===== src/sv/qte_pkg.sv =====
// Shared types, widths and constants for the quaternion to ENU heading block.
// Used by qte_vec, qte_cordic and quaternion_to_enu_yaw; depends on nothing.
package qte_pkg;

  // Input components are signed Q1.14.
  localparam int unsigned QUAT_W = 16;
  // Exact product of two components.
  localparam int unsigned PROD_W = 2 * QUAT_W;
  // Sine and cosine parts and the CORDIC vector, with room for the CORDIC gain.
  localparam int unsigned DATA_W = 36;
  // Internal binary angle, 2^32 is one turn.
  localparam int unsigned ANG_W  = 32;
  // Output binary angle, 2^16 is one turn.
  localparam int unsigned HEAD_W = 16;

  // Iteration count; the arctangent table holds 24 entries, so more acts as 24.
  localparam int unsigned CORDIC_STAGES = 16;
  localparam int unsigned ATAN_LEN      = 24;
  localparam int unsigned NUM_ITER      =
    (CORDIC_STAGES > ATAN_LEN) ? ATAN_LEN : CORDIC_STAGES;

  // Stages in front of the CORDIC: products, sums, quadrant pre-rotation.
  localparam int unsigned FRONT_STAGES = 3;
  // Registers between an accepted transaction and its result strobe.
  localparam int unsigned LATENCY = FRONT_STAGES + NUM_ITER + 1;

  localparam logic [ANG_W-1:0]  QUARTER_TURN = ANG_W'(64'h4000_0000);
  localparam logic [ANG_W-1:0]  ROUND_HALF   = ANG_W'(64'h0000_8000);
  localparam logic signed [DATA_W-1:0] ONE_Q28 = DATA_W'(64'h1000_0000);

  // Output for a zero vector, where the yaw is taken as zero in both modes.
  localparam logic [HEAD_W-1:0] HEAD_ZERO_YAW = HEAD_W'(16'h4000);

  typedef enum logic {
    MODE_NED = 1'b0,
    MODE_VO  = 1'b1
  } frame_mode_e;

  // Vector travelling down the CORDIC pipeline.
  typedef struct packed {
    logic                     zero;
    logic signed [DATA_W-1:0] x;
    logic signed [DATA_W-1:0] y;
    logic        [ANG_W-1:0]  ang;
  } vec_t;

  // round(atan(2^-i) * 2^32 / (2 pi)).
  function automatic logic [ANG_W-1:0] atan_angle(input int unsigned idx);
    logic [ANG_W-1:0] a;
    unique case (idx)
      0:       a = ANG_W'(64'd536870912);
      1:       a = ANG_W'(64'd316933406);
      2:       a = ANG_W'(64'd167458907);
      3:       a = ANG_W'(64'd85004756);
      4:       a = ANG_W'(64'd42667331);
      5:       a = ANG_W'(64'd21354465);
      6:       a = ANG_W'(64'd10679838);
      7:       a = ANG_W'(64'd5340245);
      8:       a = ANG_W'(64'd2670163);
      9:       a = ANG_W'(64'd1335087);
      10:      a = ANG_W'(64'd667544);
      11:      a = ANG_W'(64'd333772);
      12:      a = ANG_W'(64'd166886);
      13:      a = ANG_W'(64'd83443);
      14:      a = ANG_W'(64'd41722);
      15:      a = ANG_W'(64'd20861);
      16:      a = ANG_W'(64'd10430);
      17:      a = ANG_W'(64'd5215);
      18:      a = ANG_W'(64'd2608);
      19:      a = ANG_W'(64'd1304);
      20:      a = ANG_W'(64'd652);
      21:      a = ANG_W'(64'd326);
      22:      a = ANG_W'(64'd163);
      23:      a = ANG_W'(64'd81);
      default: a = '0;
    endcase
    return a;
  endfunction

endpackage


===== src/sv/qte_vec.sv =====
// Front end: quaternion products, sine and cosine parts, quadrant pre-rotation.
// Three register stages; depends on qte_pkg.
module qte_vec (
  input  logic                             clk_i,
  input  logic                             rst_ni,
  input  logic                             valid_i,
  input  logic signed [qte_pkg::QUAT_W-1:0] quat_w_i,
  input  logic signed [qte_pkg::QUAT_W-1:0] quat_x_i,
  input  logic signed [qte_pkg::QUAT_W-1:0] quat_y_i,
  input  logic signed [qte_pkg::QUAT_W-1:0] quat_z_i,
  output logic                             valid_o,
  output qte_pkg::vec_t                    vec_o
);

  logic                              prod_valid_q;
  logic signed [qte_pkg::PROD_W-1:0] wz_q, xy_q, yy_q, zz_q;

  logic                              part_valid_q;
  logic signed [qte_pkg::DATA_W-1:0] sin_d, cos_d, sin_q, cos_q;
  logic signed [qte_pkg::DATA_W-1:0] wz_ext, xy_ext, yy_ext, zz_ext;

  logic                              vec_valid_q;
  qte_pkg::vec_t                     vec_d, vec_q;

  always_ff @(posedge clk_i or negedge rst_ni) begin
    if (!rst_ni) begin
      prod_valid_q <= 1'b0;
      part_valid_q <= 1'b0;
      vec_valid_q  <= 1'b0;
    end else begin
      prod_valid_q <= valid_i;
      part_valid_q <= prod_valid_q;
      vec_valid_q  <= part_valid_q;
    end
  end

  always_ff @(posedge clk_i) begin
    if (valid_i) begin
      wz_q <= qte_pkg::PROD_W'(quat_w_i * quat_z_i);
      xy_q <= qte_pkg::PROD_W'(quat_x_i * quat_y_i);
      yy_q <= qte_pkg::PROD_W'(quat_y_i * quat_y_i);
      zz_q <= qte_pkg::PROD_W'(quat_z_i * quat_z_i);
    end
  end

  assign wz_ext = qte_pkg::DATA_W'(wz_q);
  assign xy_ext = qte_pkg::DATA_W'(xy_q);
  assign yy_ext = qte_pkg::DATA_W'(yy_q);
  assign zz_ext = qte_pkg::DATA_W'(zz_q);

  // Both parts are exact in Q7.28.
  assign sin_d = (wz_ext + xy_ext) <<< 1;
  assign cos_d = qte_pkg::ONE_Q28 - ((yy_ext + zz_ext) <<< 1);

  always_ff @(posedge clk_i) begin
    if (prod_valid_q) begin
      sin_q <= sin_d;
      cos_q <= cos_d;
    end
  end

  // A vector in the left half plane is turned by a quarter turn into the right half.
  always_comb begin
    vec_d.zero = (sin_q == '0) && (cos_q == '0);
    if (cos_q < 0) begin
      if (sin_q >= 0) begin
        vec_d.x   = sin_q;
        vec_d.y   = -cos_q;
        vec_d.ang = qte_pkg::QUARTER_TURN;
      end else begin
        vec_d.x   = -sin_q;
        vec_d.y   = cos_q;
        vec_d.ang = '0 - qte_pkg::QUARTER_TURN;
      end
    end else begin
      vec_d.x   = cos_q;
      vec_d.y   = sin_q;
      vec_d.ang = '0;
    end
  end

  always_ff @(posedge clk_i) begin
    if (part_valid_q) begin
      vec_q <= vec_d;
    end
  end

  assign valid_o = vec_valid_q;
  assign vec_o   = vec_q;

endmodule


===== config.mk =====
export PLATFORM = sky130hd
export DESIGN_NAME = qte_vec
export DESIGN_NICKNAME = d
export VERILOG_FILES = /design/src/sv/qte_pkg.sv /design/src/sv/qte_vec.sv
export SDC_FILE = /design/constraint.sdc
export NUM_CORES = 2
export LEC_CHECK = 0
export BUFFER_PORTS_ARGS = -buffer_cell sky130_fd_sc_hd__buf_4
export CORE_ASPECT_RATIO = 0.7
export CORE_MARGIN = 5
export CORE_UTILIZATION = 60
export CTS_BUF_LIST = sky130_fd_sc_hd__clkbuf_8
export CTS_CLUSTER_SIZE = 28
export DETAILED_ROUTE_END_ITERATION = 10
export GPL_TIMING_DRIVEN = 0
export PLACE_DENSITY = 0.8
export SYNTH_ARGS = -nofsm -noshare
export SYNTH_HDL_FRONTEND = slang
export SYNTH_SLANG_ARGS = --single-unit

===== constraint.sdc =====
create_clock -name clk_i -period 3.75 [get_ports clk_i]
set_clock_uncertainty 0.2 [all_clocks]
set_input_delay 0.375 -clock clk_i [delete_from_list [all_inputs] [get_ports clk_i]]
set_output_delay 0.375 -clock clk_i [all_outputs]
set_load 0.05 [all_outputs]

* Word level (Yosys, flattened, before mapping)
Index checks and enable logic that the tools add are counted.
** Cells by class
- Mux-type cells :: 2
- $lt $le $gt $ge :: 2
- Multiply operators :: 4
- Reduce and logical (&&, ||, !) cells :: 3
- Add/sub/neg operators :: 5
** Operators by type and width (number)
- $mux W104 :: 2
- $mul A16 B16 Y32 :: 4
- $logic_not A36 Y1 :: 2
- $neg A36 Y36 :: 2
- $add A32 B32 Y33 :: 2
- $ge A36 B1 Y1 const B :: 1
- $lt A36 B1 Y1 const B :: 1
- $sub A30 B34 Y35 const A :: 1
- $logic_and A1 B1 Y1 :: 1
** Word-level totals
- Input port bits :: 67
- Output and inout port bits :: 106
- Word-level logic and storage cells :: 30
- Flip-flop bits (word level) :: 307

* Depth between registers and ports, before layout
- Depth after elaboration :: 3
- Depth in mapped cells :: 26
- Depth with buffers taken out :: 25

* Worst setup path after synthesis
Ideal clock, no wire load.
- Kind :: input -> register
- Start point :: input port quat_z_i[15] (netlist name)
- End point :: register zz_q[31] (netlist name), data pin
- Arrival :: 6.385 ns
- Setup time :: 0.260 ns
- Buffers on the path :: 2
- Slack :: -3.095 ns
- Cell stages on the path :: 20
- Data required time :: 3.290 ns
- Cell sequence :: clkbuf_1 > buf_1 > and2_1 > fa_1 > fa_1 > fa_1 > fa_1 > fa_1 > inv_1 > fa_1 > inv_1 > ha_1 > a21o_1 > a21o_1 > a221oi_1 > a21bo_2 > a2111oi_0 > o21ai_0 > a21oi_1 > xnor2_1
** On the way
- Word-level cells in the longest chain between the ends :: 1
** Ends and longest elaborated chain
- start, declared :: line qte_vec.sv:10 : input logic signed [qte_pkg::QUAT_W-1:0] quat_z_i,
- $mul A16 B16 Y32 :: line qte_vec.sv:42 : zz_q <= qte_pkg::PROD_W'(quat_z_i * quat_z_i);
- end signal, assigned :: line qte_vec.sv:42
- end, declared :: line qte_vec.sv:16 : logic signed [qte_pkg::PROD_W-1:0] wz_q, xy_q, yy_q, zz_q;
No other way between the ends.
A chain may end at the register's enable or synchronous reset.

* Final worst setup path
- Start point :: input port quat_z_i[4] (netlist name)
- End point :: register wz_q[31] (netlist name), data pin
** On the way
- Word-level cells in the longest chain between the ends :: 1
** Ends and longest elaborated chain
- $mul A16 B16 Y32 :: line qte_vec.sv:39 : wz_q <= qte_pkg::PROD_W'(quat_w_i * quat_z_i);
- end signal, assigned :: line qte_vec.sv:39
- end, declared :: line qte_vec.sv:16
No other way between the ends.

==> reports/results.txt <==
Outcome = finished, violations left
Failing checks = negative setup slack
Non-filler cells, final = 7051
Post-Syn Area = 51900 um^2
Synth-to-Final Area Change = 19.8%
Critical path buffer and inverter count = 7
Fillers = 5862
Largest family of logic cells by synthesized area = adder cells
Crit-path slowest cell = fa_2
Routed WL = 154000 um
Worst Hold Class = in -> reg
WHS = 0.0991 ns
Wire length per cell = 21.9 um
Post-Synthesis Cells = 5405
1st-pass router iterations = 6
GRT overflow = 0
CTS Buffer Depth = 3
Max stage delay on crit path = 0.54 ns
Critical setup path kind = in -> reg
Final nets = 7342
Die area = 92600 um^2
Clock transition at path regs = 0.07 ns
CP Cell Sequence = buf_8 -> clkbuf_16 -> clkbuf_16 -> buf_6 -> and2_4 -> fa_1 -> inv_2 -> fa_2 -> fa_2 -> fa_1 -> inv_1 -> fa_1 -> fa_1 -> ha_4 -> and2_4 -> a22o_4 -> a311oi_4 -> o21ai_2 -> o2111ai_2 -> nand2_2 -> o41ai_4 -> buf_4 -> o311ai_2 -> xnor2_1
Worst-path fanout max = 6
Largest net degree at the start of global routing = 98
Mux cell area share after synthesis = 0.154%
DRC = 0
Die width = 362 um
Initial core utilization = 60.4%
Row cnt = 90
Period utilization = 165%
Main flop type after synthesis = edfxtp_1
Slew @ Worst Pin = 0.889 ns
# H-tree levels = 2
Commonest non-fill, non-tap cell in the layout = inv_1
CTS Sinks = 269
Final Hold Vio Count = 0
Post-Synth XOR/XNOR Area = 4.86%
Share of layout cells above drive strength 1 = 20.6%
Drt first-iter violations = 3764
Most frequent cells in the layout = 1221 x inv_1, 936 x fa_1, 425 x nand2_1, 346 x buf_4, 346 x ha_1
Critical path's most frequent cell = fa_1
Placed Cells = 6725
Crit end category = flip-flop
Via count = 40.3k
Max-slew violations = 0
Yosys reg bits = 269
Total Routing Usage GR = 32.8%
Vias in the first global route = 41.4k
CP arrival = 6.32 ns
RSZ-0062 raised after global routing = true
Core area = 86000 um^2
Critical path's top delay family = adder cells
# setup viols final = 117
Gpl congestion = 0.995
Seq/Total Area, Yosys = 15.5%
Tmin final = 6.21 ns
Adder-cell share of the synthesized area = 48.3%
Synth top area cells = fa_1 38%, edfxtp_1 15%, ha_1 10%
Antenna violations before repair = 17
Setup TNS = -165.99 ns
CP startpoint kind = primary input
Post-synth top area share = 38.3%
Ys async rst share = 1.12%
Avg Cell Area, Syn = 9.61 um^2
Die height = 256 um
Worst rel slew slack = 40.7%
Port buffer count = 135
Synthesis Warnings = 0
Placed wire-length estimate = 121000 um
Worst skew pair latency = 0.62 ns
Routed Antenna Nets = 0
Synth Area in Simple Gates = 12.4%
Max-cap viol count = 0
Vias per cell = 5.72
Fmax = 161 MHz
Cts bufs inserted = 39
CTS tree = built
EDFF count, synth = 266
First-pass GRT wire length = 236000 um
Clk root buf = clkbuf_8
Number of I/O pins = 173
Required time of the worst setup path = 3.87 ns
Synth unique cells = 86
Top cell type by total area after synthesis = fa_1
Compound-Gate Fraction of Synth Area = 7.57%
Setup ws final = -2.46 ns
## state kept, by name, indices dropped and copies added (netlist names)
register,cells
vec_o,73
valid_o,1
wz_q,32
sin_q,33
part_valid_q,1
zz_q,31
yy_q,31
cos_q,34
prod_valid_q,1
xy_q,32
## worst reg2reg max path, stage by stage, from the launching register on
cell and delay [ns]:
edfxtp_1 0.43, ha_4 0.20, fa_2 0.41, a211oi_4 0.37, buf_4 0.19, o21ai_2 0.09, a211oi_2 0.23, o21ai_1 0.12
a211oi_2 0.42, and4_4 0.35, nand4_4 0.15, o31ai_4 0.32, nand4_1 0.26, xor2_4 0.43
## Yosys cell counts, types with 28 or more instances
library cell and number:
edfxtp_1 266, nor2_1 267, inv_1 1295, nand3_1 36, a21oi_1 215, xor2_1 77, buf_4 32, a21o_1 80
clkbuf_1 166, nand2_1 469, o21ai_0 83, ha_1 416, nor3_1 42, o21a_1 31, and3_1 28, fa_1 993
and2_1 327, nand2b_1 32, xnor2_1 211
## cell type report
| class | instances | area [um^2] | area share (%) |
|---|---|---|---|
| tap | 1150 | 1440 | 2.31 |
| multi-input combinational | 3663 | 41200 | 66.2 |
| sequential | 269 | 8070 | 13.0 |
| clock buffer | 42 | 578 | 0.929 |
| clock inverter | 29 | 231 | 0.372 |
| buffer | 203 | 2400 | 3.86 |
| timing repair buffer | 393 | 3410 | 5.48 |
| inverter | 1297 | 4910 | 7.89 |
| antenna | 5 | 12.5 | 0.0201 |
## per-layer routing
metal | vias up | track usage (%) | part of all wire, %
met2 | 2368 | 46.8 | 42
li1 | 17492 | - | -
met3 | 376 | 12.2 | 14
met1 | 20079 | 48.2 | 41
met5 | - | 0 | 0.017
met4 | 4 | 7.64 | 3.1
## through the flow
stage                     instance area (um^2)  worst slack [ns]  utilization (%)
after floorplan                          53500             -2.44                -
after global placement                   56000             -3.82             65.1
after detailed placement                 56000             -3.86             65.1
after CTS                                60300             -2.29             70.1
after global routing                     62200             -2.55             72.3
final                                    62200             -2.46             72.3
## final timing paths
check                      slack [ns]   startpoint  cells past startpoint           end
max in group asynchronous        2.66       rst_ni                      3  part_valid_q
min                               0.1  quat_z_i[0]                      2       zz_q[2]
min in group asynchronous        0.53       rst_ni                      3  part_valid_q
max reg2reg                     -0.64      yy_q[2]                     13     cos_q[33]
min reg2reg                      0.32      xy_q[0]                      1      sin_q[1]
max                             -2.46  quat_z_i[4]                     24      wz_q[31]
## cell families (layout without fill, tap and decap cells)
logic type,count (synthesis),after routing
other cells,1,39
xor+xnor,288,288
compound gates,601,602
fa+ha+maj,1409,1409
flops,269,269
simple gates,1322,1322
mux,8,8
buf+inv,1507,1964
## timing repair
action | in CTS | in global routing
hold buffers | 7 | 0
pin swaps | 202 | 238
endpoints found under the setup margin | 123 | 133
cloned | 1 | 1
buffers inserted | 168 | 95
endpoints found under the hold margin | 37 | 0
resized for setup | 471 | 364
Power is left out: the tool's default activity adds up to more than one toggle a clock period on the data nets, which glitch-free logic cannot reach.
